<file path="src/cne_pkg.sv">
// Shared types and constants for the caret notation escaper.
`timescale 1ns / 1ps

package cne_pkg;

    // Configuration register indexes.
    localparam logic [1:0] CFG_SHOW_TAB    = 2'd0;
    localparam logic [1:0] CFG_ESCAPE_CTRL = 2'd1;
    localparam logic [1:0] CFG_MARK_EOL    = 2'd2;

    // Byte values that the rendering rules look for or produce.
    localparam logic [7:0] CH_TAB     = 8'd9;
    localparam logic [7:0] CH_NL      = 8'd10;
    localparam logic [7:0] CTRL_TOP   = 8'd31;
    localparam logic [7:0] CH_DEL     = 8'd127;
    localparam logic [7:0] HIGH_LO    = 8'd128;
    localparam logic [7:0] HIGH_END   = 8'd160;
    localparam logic [7:0] CARET_OFS  = 8'd64;
    localparam logic [7:0] CH_CARET   = 8'h5E;
    localparam logic [7:0] CH_QUERY   = 8'h3F;
    localparam logic [7:0] CH_M       = 8'h4D;
    localparam logic [7:0] CH_DASH    = 8'h2D;
    localparam logic [7:0] CH_I       = 8'h49;
    localparam logic [7:0] CH_DOLLAR  = 8'h24;

    // Mode bits written over the configuration port.
    typedef struct packed {
        logic show_tab_marks;
        logic escape_controls;
        logic mark_line_ends;
    } t_mode;

    // Rendered form of one input byte: bytes[0] goes out first.
    typedef struct packed {
        logic [3:0][7:0] bytes;
        logic [2:0]      count;
    } t_render;

endpackage

</file>
<file path="src/cne_render.sv">
// Combinational rendering of one byte into its one to four visible bytes.
`timescale 1ns / 1ps

module cne_render (
    input  cne_pkg::t_mode   i_mode,
    input  logic [7:0]       i_byte,
    output cne_pkg::t_render o_item
);

    // Rules in order of precedence: tab, control escape, line end, pass.
    always_comb begin
        o_item.bytes = '0;
        o_item.count = 3'd1;
        priority if (i_mode.show_tab_marks && i_byte == cne_pkg::CH_TAB) begin
            o_item.bytes[0] = cne_pkg::CH_CARET;
            o_item.bytes[1] = cne_pkg::CH_I;
            o_item.count    = 3'd2;
        end else if (i_mode.escape_controls && i_byte != cne_pkg::CH_NL
                     && i_byte != cne_pkg::CH_TAB) begin
            priority if (i_byte <= cne_pkg::CTRL_TOP) begin
                o_item.bytes[0] = cne_pkg::CH_CARET;
                o_item.bytes[1] = i_byte + cne_pkg::CARET_OFS;
                o_item.count    = 3'd2;
            end else if (i_byte == cne_pkg::CH_DEL) begin
                o_item.bytes[0] = cne_pkg::CH_CARET;
                o_item.bytes[1] = cne_pkg::CH_QUERY;
                o_item.count    = 3'd2;
            end else if (i_byte >= cne_pkg::HIGH_LO && i_byte < cne_pkg::HIGH_END) begin
                o_item.bytes[0] = cne_pkg::CH_M;
                o_item.bytes[1] = cne_pkg::CH_DASH;
                o_item.bytes[2] = cne_pkg::CH_CARET;
                o_item.bytes[3] = i_byte - cne_pkg::CARET_OFS;
                o_item.count    = 3'd4;
            end else begin
                o_item.bytes[0] = i_byte;
            end
        end else if (i_mode.mark_line_ends && i_byte == cne_pkg::CH_NL) begin
            o_item.bytes[0] = cne_pkg::CH_DOLLAR;
            o_item.bytes[1] = cne_pkg::CH_NL;
            o_item.count    = 3'd2;
        end else begin
            o_item.bytes[0] = i_byte;
        end
    end

endmodule

</file>
<file path="src/cne_emitter.sv">
// Output register that sends a rendered item out one byte per transaction.
`timescale 1ns / 1ps

module cne_emitter (
    input  logic             i_clk,
    input  logic             i_rst_n,
    input  logic             i_load,
    input  cne_pkg::t_render i_item,
    input  logic             i_out_stall,
    output logic             o_take,
    output logic             o_out_valid,
    output logic [7:0]       o_out_byte,
    output logic             o_last_of_item
);

    logic [2:0]      r_left;
    logic [2:0]      n_left;
    logic [3:0][7:0] r_bytes;
    logic [3:0][7:0] n_bytes;
    logic            w_fire;

    // A new item may load when the register is empty or its last byte leaves now.
    assign w_fire = (r_left != 3'd0) && !i_out_stall;
    assign o_take = (r_left == 3'd0) || ((r_left == 3'd1) && !i_out_stall);

    // Load a fresh item, or shift the held bytes down after each transaction.
    always_comb begin
        n_left  = r_left;
        n_bytes = r_bytes;
        if (i_load && o_take) begin
            n_left  = i_item.count;
            n_bytes = i_item.bytes;
        end else if (w_fire) begin
            n_left     = r_left - 3'd1;
            n_bytes[0] = r_bytes[1];
            n_bytes[1] = r_bytes[2];
            n_bytes[2] = r_bytes[3];
        end
    end

    always_ff @(posedge i_clk) begin
        if (!i_rst_n) begin
            r_left <= 3'd0;
        end else begin
            r_left <= n_left;
        end
    end

    always_ff @(posedge i_clk) begin
        r_bytes <= n_bytes;
    end

    // The head byte is always the one on offer.
    assign o_out_valid    = (r_left != 3'd0);
    assign o_out_byte     = r_bytes[0];
    assign o_last_of_item = (r_left == 3'd1);

endmodule

</file>
<file path="src/caret_notation_escaper.sv">
// Top level of the caret notation escaper.
`timescale 1ns / 1ps

// Takes one byte per input transaction and gives its visible form as one to
// four output transactions, the last marked by o_last_of_item. Plain text
// streams at one byte per clock while the output is not stalled. An escaped
// byte occupies the output register until all of its output bytes are out:
// two for caret forms and line ends, and four for M-^ forms. The next byte
// waits in the input register for that time, so the input stalls until the
// last output byte of the item leaves, and longer if the output is stalled.
// Each byte passes through the input register and then the output register.
// Mode registers (index 0 tab marks, 1 control escaping, 2 line-end marking)
// are written through the configuration channel, which is always ready;
// write them only while no item is in flight.
module caret_notation_escaper (
    input  logic       i_clk,
    input  logic       i_rst_n,
    input  logic       i_cfg_valid,
    output logic       o_cfg_ready,
    input  logic [1:0] i_cfg_index,
    input  logic       i_cfg_data,
    input  logic       i_in_valid,
    output logic       o_in_stall,
    input  logic [7:0] i_in_byte,
    output logic       o_out_valid,
    input  logic       i_out_stall,
    output logic [7:0] o_out_byte,
    output logic       o_last_of_item
);

    cne_pkg::t_mode   r_mode;
    logic             r_in_valid;
    logic [7:0]       r_in_byte;
    logic             w_take;
    cne_pkg::t_render w_item;

    assign o_cfg_ready = 1'b1;

    // Mode register writes; unknown indexes are ignored.
    always_ff @(posedge i_clk) begin
        if (!i_rst_n) begin
            r_mode <= '0;
        end else if (i_cfg_valid && o_cfg_ready) begin
            unique case (i_cfg_index)
                cne_pkg::CFG_SHOW_TAB:    r_mode.show_tab_marks  <= i_cfg_data;
                cne_pkg::CFG_ESCAPE_CTRL: r_mode.escape_controls <= i_cfg_data;
                cne_pkg::CFG_MARK_EOL:    r_mode.mark_line_ends  <= i_cfg_data;
                default: begin
                end
            endcase
        end
    end

    // Input register: refills whenever its byte moves on or it is empty.
    assign o_in_stall = r_in_valid && !w_take;

    always_ff @(posedge i_clk) begin
        if (!i_rst_n) begin
            r_in_valid <= 1'b0;
        end else if (!o_in_stall) begin
            r_in_valid <= i_in_valid;
        end
    end

    always_ff @(posedge i_clk) begin
        if (i_in_valid && !o_in_stall) begin
            r_in_byte <= i_in_byte;
        end
    end

    // Rendering between input and output registers.
    cne_render u_render (
        .i_mode (r_mode),
        .i_byte (r_in_byte),
        .o_item (w_item)
    );

    cne_emitter u_emitter (
        .i_clk          (i_clk),
        .i_rst_n        (i_rst_n),
        .i_load         (r_in_valid),
        .i_item         (w_item),
        .i_out_stall    (i_out_stall),
        .o_take         (w_take),
        .o_out_valid    (o_out_valid),
        .o_out_byte     (o_out_byte),
        .o_last_of_item (o_last_of_item)
    );

endmodule

</file>
<file path="config.mk">
export PLATFORM = sky130hd
export DESIGN_NAME = caret_notation_escaper
export DESIGN_NICKNAME = d
export VERILOG_FILES = /design/src/cne_pkg.sv /design/src/cne_render.sv /design/src/cne_emitter.sv /design/src/caret_notation_escaper.sv
export SDC_FILE = /design/constraint.sdc
export NUM_CORES = 1
export LEC_CHECK = 0
export BUFFER_PORTS_ARGS = -buffer_cell sky130_fd_sc_hd__buf_2
export CAP_MARGIN = 20
export CELL_PAD_IN_SITES_DETAIL_PLACEMENT = 1
export CELL_PAD_IN_SITES_GLOBAL_PLACEMENT = 1
export CORE_UTILIZATION = 46
export DETAILED_ROUTE_END_ITERATION = 10
export PLACE_DENSITY = 0.77
export SETUP_SLACK_MARGIN = 0.05
export SYNTH_ARGS = -nofsm -noshare
export SYNTH_HDL_FRONTEND = slang
export SYNTH_SLANG_ARGS = --single-unit
</file>
<file path="constraint.sdc">
create_clock -name i_clk -period 3.45 [get_ports i_clk]
set_input_delay 0.345 -clock i_clk [delete_from_list [all_inputs] [get_ports i_clk]]
set_output_delay 0.345 -clock i_clk [all_outputs]
set_load 0.005 [all_outputs]
</file>
==> results of run 1 <==
[cells by family (layout without fill, tap and decap cells)]
group	Yosys count	count (layout)
buf+inv	22	44
simple gates	76	76
flops	47	47
fa+ha+maj	8	8
compound gates	41	41
mux	4	4
other cells	1	1
xor+xnor	1	1
[where the power goes]
part / switching [mW] / leakage (nW) / internal (mW)
sequential: 0.0896 / 0.449 / 0.910
clock: 0.177 / 0.0422 / 0.142
combinational: 0.382 / 0.540 / 0.252
[cell usage after synthesis (5+ instances only)]
cell type	number	area (um^2)
edfxtp_1	40	1200
nand2_1	26	97.6
buf_4	11	82.6
nor2_1	10	37.5
nor2b_1	10	62.6
and2_1	8	50.1
ha_1	8	100
o21ai_0	8	40.0
a21oi_1	7	35.0
dfxtp_1	7	140
inv_1	7	26.3
nor3_1	5	25.0
[through the flow]
| step | hold slack [ns] | utilization (%) | setup WS [ns] | std cells | power [mW] |
|---|---|---|---|---|---|
| 6_report | 0.218 | 53.6 | 1.13 | 289 | 1.95 |
| 4_1_cts | 0.212 | 53.6 | 1.13 | 289 | 1.98 |
| 3_5_place_dp | 0.504 | 51.9 | 1.15 | 281 | 1.66 |
| 3_3_place_gp | 0.498 | 51.9 | 1.26 | 281 | 1.61 |
| 2_1_floorplan | 0.444 | - | 0.623 | 200 | 1.47 |
| 5_1_grt | 0.208 | 53.6 | 1.01 | 289 | 2.07 |
[layout make-up]
cell class	count	share of cell area, %
Clock buffer	7	2.92
Clock inverter	1	0.191
Inverter	7	1.00
Multi-Input combinational cell	131	35.6
Sequential cell	47	51.3
Tap cell	67	3.20
Timing Repair Buffer	29	5.83
[metal layers]
layer	global-route usage, %	up-vias	part of all wire, %
li1	-	755	-
met1	26.0	759	44
met4	9.01	0	2.1
met5	0	-	0
met2	35.4	47	49
met3	4.20	11	4.1
[worst max-delay path: stages (launching register included)]
cell and delay (ns):
edfxtp_1 0.50, inv_1 0.17, ha_1 0.30, nand2b_4 0.10
or3_4 0.42, nor3_4 0.20, o21ba_1 0.18, o221a_1 0.20
[sequential cells by signal, summed over array words and instances (netlist names)]
| register | count |
|---|---|
| u_emitter.r_bytes | 24 |
| r_in_byte | 8 |
| u_emitter.o_out_byte | 8 |
| r_mode | 3 |
| u_emitter.r_left | 3 |
| r_in_valid | 1 |
[worst min path at each step]
stage	startpoint	end	slack, ns	cells past startpoint
after floorplan	i_in_byte[0]	r_in_byte[0]$_DFFE_PP_	0.44	0
after detailed placement	u_emitter.r_bytes[30]$_SDFFCE_PP0P_	u_emitter.r_bytes[22]$_DFFE_PP_	0.50	2
final	i_in_byte[5]	r_in_byte[5]$_DFFE_PP_	0.22	1
after CTS	i_in_byte[4]	r_in_byte[4]$_DFFE_PP_	0.21	1
after global routing	i_in_byte[5]	r_in_byte[5]$_DFFE_PP_	0.21	1
after global placement	u_emitter.r_bytes[26]$_SDFFCE_PP0P_	u_emitter.r_bytes[18]$_DFFE_PP_	0.50	2
==> results.sh, run 1 <==
export IMPL_status="complete, no violations"
export IMPL_clock_sinks=47
export IMPL_synth_top_family_by_area="simple AND/OR/NAND/NOR gates"
export IMPL_finalWirelength_um=5120
export IMPL_yosys_area_share_xor_xnor_pct=0.365
export IMPL_grt_pass1_wl_um=8300
export IMPL_synth_top_flop_cell="edfxtp_1"
export IMPL_synthesis_area_mm2=0.00240
export IMPL_post_synth_num_cell_types=51
export IMPL_cts_tree="built"
export IMPL_setup_violations=0
export IMPL_cts_hold_buf=0
export IMPL_crit_end="u_emitter.o_out_byte[1]$_DFFE_PP_"
export IMPL_required_ns=3.51
export IMPL_antenna_found_initial=0
export IMPL_reg2regPathDepth=7
export IMPL_cp_max_fo=5
export IMPL_drive_above_1_share_pct=23.4
export IMPL_detail_route_antenna_nets=0
export IMPL_vias=1572
export IMPL_relSlewSlack_pct=52.9
export IMPL_worst_pin_slew_ns=0.705
export IMPL_grt_usage_pct=20.9
export IMPL_fmax_mhz=431
export IMPL_fin_crit_ns=2.32
export IMPL_final_common_cell="edfxtp_1"
export IMPL_synth_area_per_cell_um2=12.0
export IMPL_dieHeight_um=74.2
export IMPL_power_leakage_nw=1.03
export IMPL_ir_drop_v=0.000434
export IMPL_overflow=0
export IMPL_drt_pass1_iter_count=4
export IMPL_die_width_um=74.2
export IMPL_fin_area_mm2=0.00262
export IMPL_drc=0
export IMPL_finalClockSkew_ns=0.00357
export IMPL_cts_buffer_depth=2
export IMPL_r2r_start="r_in_byte[6]$_DFFE_PP_"
export IMPL_ios=28
export IMPL_cts_inserted_buffers=5
export IMPL_layout_common_cells="edfxtp_1 (40), nand2_1 (26), buf_2 (26), nor2b_1 (10), nor2_1 (10)"
export IMPL_num_rows=25
export IMPL_crit_path_start="r_in_byte[6]$_DFFE_PP_"
export IMPL_dr_first_iter_drc_count=78
export IMPL_htree_levels=2
export IMPL_io_buffers=26
export IMPL_synth_edff_count=40
export IMPL_start_util_pct=49.2
export IMPL_max_cap_violations=0
export IMPL_path_clk_slew_ns=0.08
export IMPL_post_cts_buffers=0
export IMPL_cp_arrival_ns=2.38
export IMPL_r2r_slack_ns=1.13
export IMPL_yosys_warnings=0
export IMPL_coreArea_mm2=0.00488
export IMPL_power_density_mw_per_mm2=747
export IMPL_synth_simple_gate_area_share_pct=17.6
export IMPL_root_buffer="clkbuf_8"
export IMPL_cts_resized=0
export IMPL_synthAdderAreaFrac_pct=4.17
export IMPL_synthesis_nets=224
export IMPL_endpoint_kind="flop"
export IMPL_critPathLaunchType="flop"
export IMPL_insertion_delay_ns=0.30
export IMPL_wl_per_cell_um=17.7
export IMPL_drv_slew=0
export IMPL_gp_congestion=0.930
export IMPL_hold_path_class="in2reg"
export IMPL_syn_inst=200
export IMPL_synth_compound_area_share_pct=14.4
export IMPL_muxShareOfSynthArea_pct=1.88
export IMPL_regArea_mm2=0.00134
export IMPL_ys_seq_area_share_pct=55.9
export IMPL_ys_seq_elements=47
export IMPL_hpwl_um=3890
export IMPL_grt_max_degree=30
export IMPL_fill_cells=549
export IMPL_die_area_mm2=0.00551
export IMPL_fin_setup_tns_ns=0
export IMPL_grt_pass1_vias=1666
export IMPL_critical_path_class="reg2reg"
export IMPL_multi_input_area_um2=931
export IMPL_via_per_inst=5.44
export IMPL_rsz0062_at_grt="false"
export IMPL_timing_rr_end="u_emitter.o_out_byte[1]$_DFFE_PP_"
export IMPL_hold_viol_final=0
export IMPL_n_antenna_cell=0
export IMPL_dpl_cell_area_mm2=0.00253
export IMPL_area_growth_pct=9.02
export IMPL_post_route_period_util_pct=67.2
export IMPL_layout_nets=245
export IMPL_async_flop_share_pct=0
Power figures use the tool's default switching activity.
==> run 2: changes to the inputs <==
--- a/config.mk
+++ b/config.mk
@@ -5,13 +5,14 @@
 export SDC_FILE = /design/constraint.sdc
 export NUM_CORES = 1
 export LEC_CHECK = 0
+export ABC_AREA = 1
 export BUFFER_PORTS_ARGS = -buffer_cell sky130_fd_sc_hd__buf_2
 export CAP_MARGIN = 20
 export CELL_PAD_IN_SITES_DETAIL_PLACEMENT = 1
 export CELL_PAD_IN_SITES_GLOBAL_PLACEMENT = 1
-export CORE_UTILIZATION = 46
+export CORE_UTILIZATION = 45
 export DETAILED_ROUTE_END_ITERATION = 10
-export PLACE_DENSITY = 0.77
+export PLACE_DENSITY = 0.78
 export SETUP_SLACK_MARGIN = 0.05
 export SYNTH_ARGS = -nofsm -noshare
 export SYNTH_HDL_FRONTEND = slang
==> constraint.sdc (replaced) <==
create_clock -name i_clk -period 2.2 [get_ports i_clk]
set_input_delay 0.22 -clock i_clk [delete_from_list [all_inputs] [get_ports i_clk]]
set_output_delay 0.22 -clock i_clk [all_outputs]
set_load 0.005 [all_outputs]
==> run 2 against run 1 <==
Against the previous run:
- flip-flop and latch count unchanged
- count of clock-buffer cells in the layout unchanged
- area after synthesis up 2.1%
- non-clock buffer count up 2
- critical path type unchanged
- largest power group unchanged
==> results.sh, run 2 <==
export IMPL_synth_top_cell_by_area="edfxtp_1"
export IMPL_grt_pass1_vias=1698
export IMPL_async_flop_share_pct=0
export IMPL_die_width_um=75.8
export IMPL_post_synth_num_cell_types=30
export IMPL_internal_power_mw=2.05
export IMPL_drc=0
export IMPL_fin_crit_ns=2.00
export IMPL_critPathLaunchType="flop"
export IMPL_layout_nets=304
export IMPL_synth_area_per_cell_um2=9.68
export IMPL_cts_buffer_depth=2
export IMPL_io_buffers=26
export IMPL_gp_congestion=0.806
export IMPL_post_route_period_util_pct=91.0
export IMPL_ys_seq_area_share_pct=54.7
export IMPL_yosysMostFrequentCell="nand2_1"
export IMPL_placed_cells=341
export IMPL_drv_slew=0
export IMPL_n_antenna_cell=0
export IMPL_start_util_pct=47.4
export IMPL_yosys_warnings=0
export IMPL_power_density_mw_per_mm2=1150
export IMPL_grt_usage_pct=19.5
export IMPL_ios=28
export IMPL_rsz0062_at_grt="false"
export IMPL_crit_path_start="r_in_byte[6]$_DFFE_PP_"
export IMPL_final_common_cell="nand2_1"
export IMPL_path_clk_slew_ns=0.09
export IMPL_ys_seq_elements=47
export IMPL_cp_max_fo=9
export IMPL_power_leakage_nw=1.20
export IMPL_synthTopCellsByCount="nand2_1 (52), edfxtp_1 (40), inv_1 (30)"
export IMPL_reg2regPathDepth=9
export IMPL_synth_top_cell_area_share_pct=49.0
export IMPL_overflow=0
export IMPL_max_cap_violations=0
export IMPL_hold_path_class="in2reg"
export IMPL_layout_common_cells="nand2_1 (52), edfxtp_1 (40), inv_1 (28), buf_2 (26), nor2_1 (20)"
export IMPL_critical_path_class="reg2reg"
export IMPL_p_sw_share_pct=34.3
export IMPL_ys_top_cells_by_area="edfxtp_1 (49%), nand2_1 (8.0%), dfxtp_1 (5.7%)"
export IMPL_antenna_found_initial=0
export IMPL_cp_arrival_ns=2.07
export IMPL_layoutNonFillerInstCount=351
export IMPL_coreArea_mm2=0.00517
export IMPL_required_ns=2.26
export IMPL_ir_drop_v=0.000616
export IMPL_via_per_inst=4.95
export IMPL_syn_inst=253
export IMPL_dr_first_iter_drc_count=67
export IMPL_finalWirelength_um=5080
export IMPL_grt_pass1_wl_um=7990
export IMPL_insertion_delay_ns=0.30
export IMPL_vias=1739
export IMPL_hold_viol_final=0
export IMPL_root_buffer="clkbuf_8"
export IMPL_crit_end="u_emitter.o_out_byte[1]$_DFFE_PP_"
export IMPL_p_seq_share_pct=49.1
export IMPL_switchingPower_mw=1.07
export IMPL_num_rows=26
export IMPL_status="complete, no violations"
export IMPL_regMostFlops="u_emitter.r_bytes"
export IMPL_r2r_slack_ns=0.20
export IMPL_synth_edff_count=40
export IMPL_pwr_share_comb_pct=34.8
export IMPL_grt_max_degree=23
export IMPL_largest_register_ffs=24
export IMPL_fin_setup_tns_ns=0
export IMPL_hpwl_um=3870
export IMPL_r2r_start="r_in_byte[6]$_DFFE_PP_"
export IMPL_fmax_mhz=499
export IMPL_timing_rr_end="u_emitter.o_out_byte[1]$_DFFE_PP_"
export IMPL_wl_per_cell_um=14.5
export IMPL_clock_sinks=47
export IMPL_htree_levels=2
export IMPL_area_growth_pct=11.0
export IMPL_drt_pass1_iter_count=4
export IMPL_finalClockSkew_ns=0.00947
export IMPL_die_area_mm2=0.00574
export IMPL_synthesis_nets=277
export IMPL_setup_violations=0
export IMPL_cts_inserted_buffers=5
export IMPL_endpoint_kind="flop"
export IMPL_cts_tree="built"
export IMPL_pwr_share_clk_pct=16.1
export IMPL_synth_top_flop_cell="edfxtp_1"
export IMPL_dieHeight_um=75.8
export IMPL_drive_above_1_share_pct=26.0
export IMPL_synthesis_area_mm2=0.00245
export IMPL_detail_route_antenna_nets=0
[run 2: cells by family (layout without fill, tap and decap cells)]
kind of cell	Yosys count	after routing	synth area share [%]
AOI/OAI and AO/OA	31	31	7.61
xor gates and xnor gates	1	1	0.358
adders and majority gates	8	8	4.09
buffers and inverters	47	75	8.78
DFF	47	47	54.7
other	1	1	0.153
and+or+nand+nor	118	118	24.3
[run 2: per-layer routing]
metal / routed length (um) / vias to the layer above / GRT usage, %
met2: 2450 / 26 / 32.3
met4: 59 / 0 / 5.56
li1: - / 871 / -
met3: 136 / 6 / 4.37
met1: 2430 / 836 / 25.8
met5: 0 / - / 0
[run 2: final cells by class]
type | count | area (um^2)
clock inverters | 1 | 5.00
fillers | 599 | 2450
well taps | 70 | 87.6
inverters | 36 | 135
flip-flops and latches | 47 | 1340
multi-input cells | 159 | 893
clock buffers | 7 | 76.3
repair buffers | 31 | 180
[run 2: through the flow]
stage / hold WS (ns) / power (mW) / cell area (um^2) / utilization [%] / setup WS, ns
floorplan: 0.319 / 2.34 / 2450 / - / 0.422
global placement: 0.396 / 2.61 / 2620 / 50.7 / 0.154
detailed placement: 0.398 / 2.65 / 2620 / 50.7 / 0.105
CTS: 0.0849 / 3.15 / 2700 / 52.3 / 0.0936
global route: 0.0722 / 3.35 / 2720 / 52.6 / 0.0513
finish: 0.0922 / 3.12 / 2720 / 52.6 / 0.198
[run 2: worst min-delay path by stage]
stage | from | endpoint | slack, ns | cells past startpoint
4_1_cts | i_in_byte[6] | r_in_byte[6]$_DFFE_PP_ | 0.08 | 1
3_3_place_gp | i_in_byte[4] | r_in_byte[4]$_DFFE_PP_ | 0.40 | 1
6_report | i_in_byte[6] | r_in_byte[6]$_DFFE_PP_ | 0.09 | 1
3_5_place_dp | i_in_byte[6] | r_in_byte[6]$_DFFE_PP_ | 0.40 | 1
2_1_floorplan | i_in_byte[0] | r_in_byte[0]$_DFFE_PP_ | 0.32 | 0
5_1_grt | i_in_byte[0] | r_in_byte[0]$_DFFE_PP_ | 0.07 | 1
[run 2: what timing repair did]
item	4_1_cts	5_1_grt
setup endpoints to repair	0	1
setup buffers	0	2
hold buffers	0	0
gates resized for setup	0	2
[run 2: critical path, cell delays in order (launching register included)]
cell      delay [ns]
edfxtp_1        0.47
inv_2           0.14
ha_1            0.23
nand2_1         0.07
nand2_1         0.15
nand2_4         0.12
nor2_2          0.17
nand2_2         0.16
nand4_1         0.18
nand2_1         0.07
[run 2: power by group through the flow]
stage                     Clock (mW)  Combinational [mW]  Sequential (mW)
final                          0.501                1.09             1.54
after global routing           0.548                1.23             1.57
after CTS                      0.517                1.10             1.54
after detailed placement           0                1.09             1.56
after global placement             0                1.06             1.55
after floorplan                    0               0.816             1.53
==> run 3: changes to the inputs <==
--- a/config.mk
+++ b/config.mk
@@ -5,14 +5,14 @@
 export SDC_FILE = /design/constraint.sdc
 export NUM_CORES = 1
 export LEC_CHECK = 0
-export ABC_AREA = 1
 export BUFFER_PORTS_ARGS = -buffer_cell sky130_fd_sc_hd__buf_2
 export CAP_MARGIN = 20
 export CELL_PAD_IN_SITES_DETAIL_PLACEMENT = 1
 export CELL_PAD_IN_SITES_GLOBAL_PLACEMENT = 1
-export CORE_UTILIZATION = 45
+export CORE_UTILIZATION = 46
 export DETAILED_ROUTE_END_ITERATION = 10
-export PLACE_DENSITY = 0.78
+export PLACE_DENSITY = 0.77
+export REMOVE_ABC_BUFFERS = 1
 export SETUP_SLACK_MARGIN = 0.05
 export SYNTH_ARGS = -nofsm -noshare
 export SYNTH_HDL_FRONTEND = slang
==> run 3 against run 2 <==
Against the previous run:
- routed wire length increased by 2.0%
- core utilization increased by 2.4 points
- combinational power decreased by 5%
- largest power group unchanged
- maximum frequency decreased by 3.4%
- largest cell class unchanged
- sequential power about the same
- flip-flop and latch count unchanged
- register-to-register slack got worse by 0.07 ns
- first-iteration DRC count increased by 30%
- total power decreased by 1.2%
- die area decreased by 4.1%
==> results.sh, run 3 (synthesis gave the netlist of run 1 again) <==
export IMPL_regMostFlops="u_emitter.r_bytes"
export IMPL_detail_route_antenna_nets=0
export IMPL_grt_usage_pct=21.1
export IMPL_cts_buffer_depth=2
export IMPL_gp_congestion=0.900
export IMPL_hold_path_class="in2reg"
export IMPL_num_rows=25
export IMPL_antenna_found_initial=0
export IMPL_area_growth_pct=11.8
export IMPL_clock_sinks=47
export IMPL_fill_cells=541
export IMPL_wl_met3_um=171
export IMPL_io_buffers=26
export IMPL_hpwl_um=3860
export IMPL_path_buf_inv=1
export IMPL_die_area_mm2=0.00551
export IMPL_start_util_pct=49.2
export IMPL_finalWirelength_um=5180
export IMPL_coreArea_mm2=0.00488
export IMPL_drt_met1_wl_um=2360
export IMPL_largest_register_ffs=24
export IMPL_cts_tree="built"
export IMPL_dp_worst_setup_slack_ns=-0.00159
export IMPL_path_clk_slew_ns=0.08
export IMPL_worst_pin_slew_ns=0.669
export IMPL_drv_slew=0
export IMPL_power_density_mw_per_mm2=1150
export IMPL_critical_path_class="reg2reg"
export IMPL_cts_hold_buf=0
export IMPL_power_leakage_nw=1.06
export IMPL_fin_area_mm2=0.00268
export IMPL_layout_setup_ws_ns=0.126
export IMPL_fmax_mhz=482
export IMPL_finalClockSkew_ns=0.00678
export IMPL_endpoint_kind="flop"
export IMPL_overflow=0
export IMPL_layoutNonFillerInstCount=295
export IMPL_grt_pass1_vias=1654
export IMPL_max_cap_violations=0
export IMPL_hold_viol_final=0
export IMPL_setup_violations=0
export IMPL_final_common_cell="edfxtp_1"
export IMPL_dr_first_iter_drc_count=87
export IMPL_wl_met2_um=2530
export IMPL_critPathTopFamily="simple AND/OR/NAND/NOR gates"
export IMPL_cp_arrival_ns=2.12
export IMPL_vias=1607
export IMPL_grt_max_degree=26
export IMPL_ios=28
export IMPL_rsz0062_at_grt="false"
export IMPL_drt_pass1_iter_count=6
export IMPL_crit_slowest_cell="edfxtp_1"
export IMPL_relSlewSlack_pct=55.3
export IMPL_path_cells="inv_2, ha_4, nand2b_4, or3_4, nor3_4, o21ba_1, o221a_1"
export IMPL_post_route_period_util_pct=94.3
export IMPL_layout_common_cells="edfxtp_1 (40), nand2_1 (26), buf_2 (26), nor2b_1 (10), nor2_1 (10)"
export IMPL_root_buffer="clkbuf_8"
export IMPL_wl_per_cell_um=17.5
export IMPL_dpl_cell_area_mm2=0.00257
export IMPL_drive_above_1_share_pct=27.2
export IMPL_critPathLaunchType="flop"
export IMPL_status="complete, no violations"
export IMPL_insertion_delay_ns=0.30
export IMPL_grt_pass1_wl_um=8430
export IMPL_slowest_delay_ns=0.43
export IMPL_die_width_um=74.2
export IMPL_ir_drop_v=0.000508
export IMPL_dieHeight_um=74.2
export IMPL_fin_crit_ns=2.07
export IMPL_cts_inserted_buffers=5
export IMPL_placed_cells=286
export IMPL_finalPower_mw=3.09
export IMPL_required_ns=2.25
export IMPL_n_antenna_cell=0
export IMPL_highest_layer="met4"
export IMPL_multi_input_area_um2=955
export IMPL_regArea_mm2=0.00134
export IMPL_cp_max_fo=5
export IMPL_htree_levels=2
export IMPL_via_per_inst=5.45
export IMPL_layout_nets=251
export IMPL_drc=0
run 3: changes by cell type in the layout (fill, tap and decap cells not counted), sizes merged, moves of 5 or more:
cell   change
nand2     -36
nand3     -19
and2       +8
nor2      -17
o21ai      -5
inv       -29
nor2b     +11
run 3: worst paths after layout:
| kind | startpoint | endpoint | slack, ns | cells after the start |
|---|---|---|---|---|
| hold / removal | i_in_byte[4] | r_in_byte[4]$_DFFE_PP_ | 0.1 | 1 |
| setup reg to reg | r_in_byte[6]$_DFFE_PP_ | u_emitter.o_out_byte[1]$_DFFE_PP_ | 0.13 | 7 |
| setup / recovery | r_in_byte[6]$_DFFE_PP_ | u_emitter.o_out_byte[1]$_DFFE_PP_ | 0.13 | 7 |
| hold reg to reg | u_emitter.r_bytes[24]$_SDFFCE_PP0P_ | u_emitter.r_bytes[16]$_SDFFCE_PP0P_ | 0.51 | 1 |
run 3: final cells by class:
type	instances	share of cell area [%]
timing repair buffer	35	7.37
sequential	47	50.0
inverter	7	0.979
clock buffer	8	2.98
tap	67	3.12
multi-input combinational	131	35.6
run 3: what timing repair did:
| action | CTS | global route |
|---|---|---|
| resized for setup | 4 | 2 |
| setup endpoints to repair | 10 | 2 |
| buffers inserted | 0 | 1 |
| pin swaps | 0 | 0 |
run 3: stage by stage:
step | hold WS, ns | setup TNS (ns) | util, %
floorplan | 0.319 | -19.21 | -
global placement | 0.397 | 0 | 52.7
detailed placement | 0.399 | -0.00159 | 52.7
CTS | 0.0877 | 0 | 54.7
global route | 0.0907 | 0 | 55.0
finish | 0.0979 | 0 | 55.0
run 3: report_power, final:
part | internal (mW) | switching (mW)
sequential | 1.43 | 0.129
clock | 0.226 | 0.263
combinational | 0.418 | 0.624
run 3: worst reg2reg max path, stage by stage (launching register included):
cell and delay, ns:
edfxtp_1 0.43, inv_2 0.13, ha_4 0.19, nand2b_4 0.08, or3_4 0.42, nor3_4 0.20
o21ba_1 0.18, o221a_1 0.22
run 3: routing by layer:
layer	GRT usage, %	up-vias
met4	8.18	0
met3	4.07	8
met1	26.4	797
met2	36.1	35
met5	0	-
li1	-	767
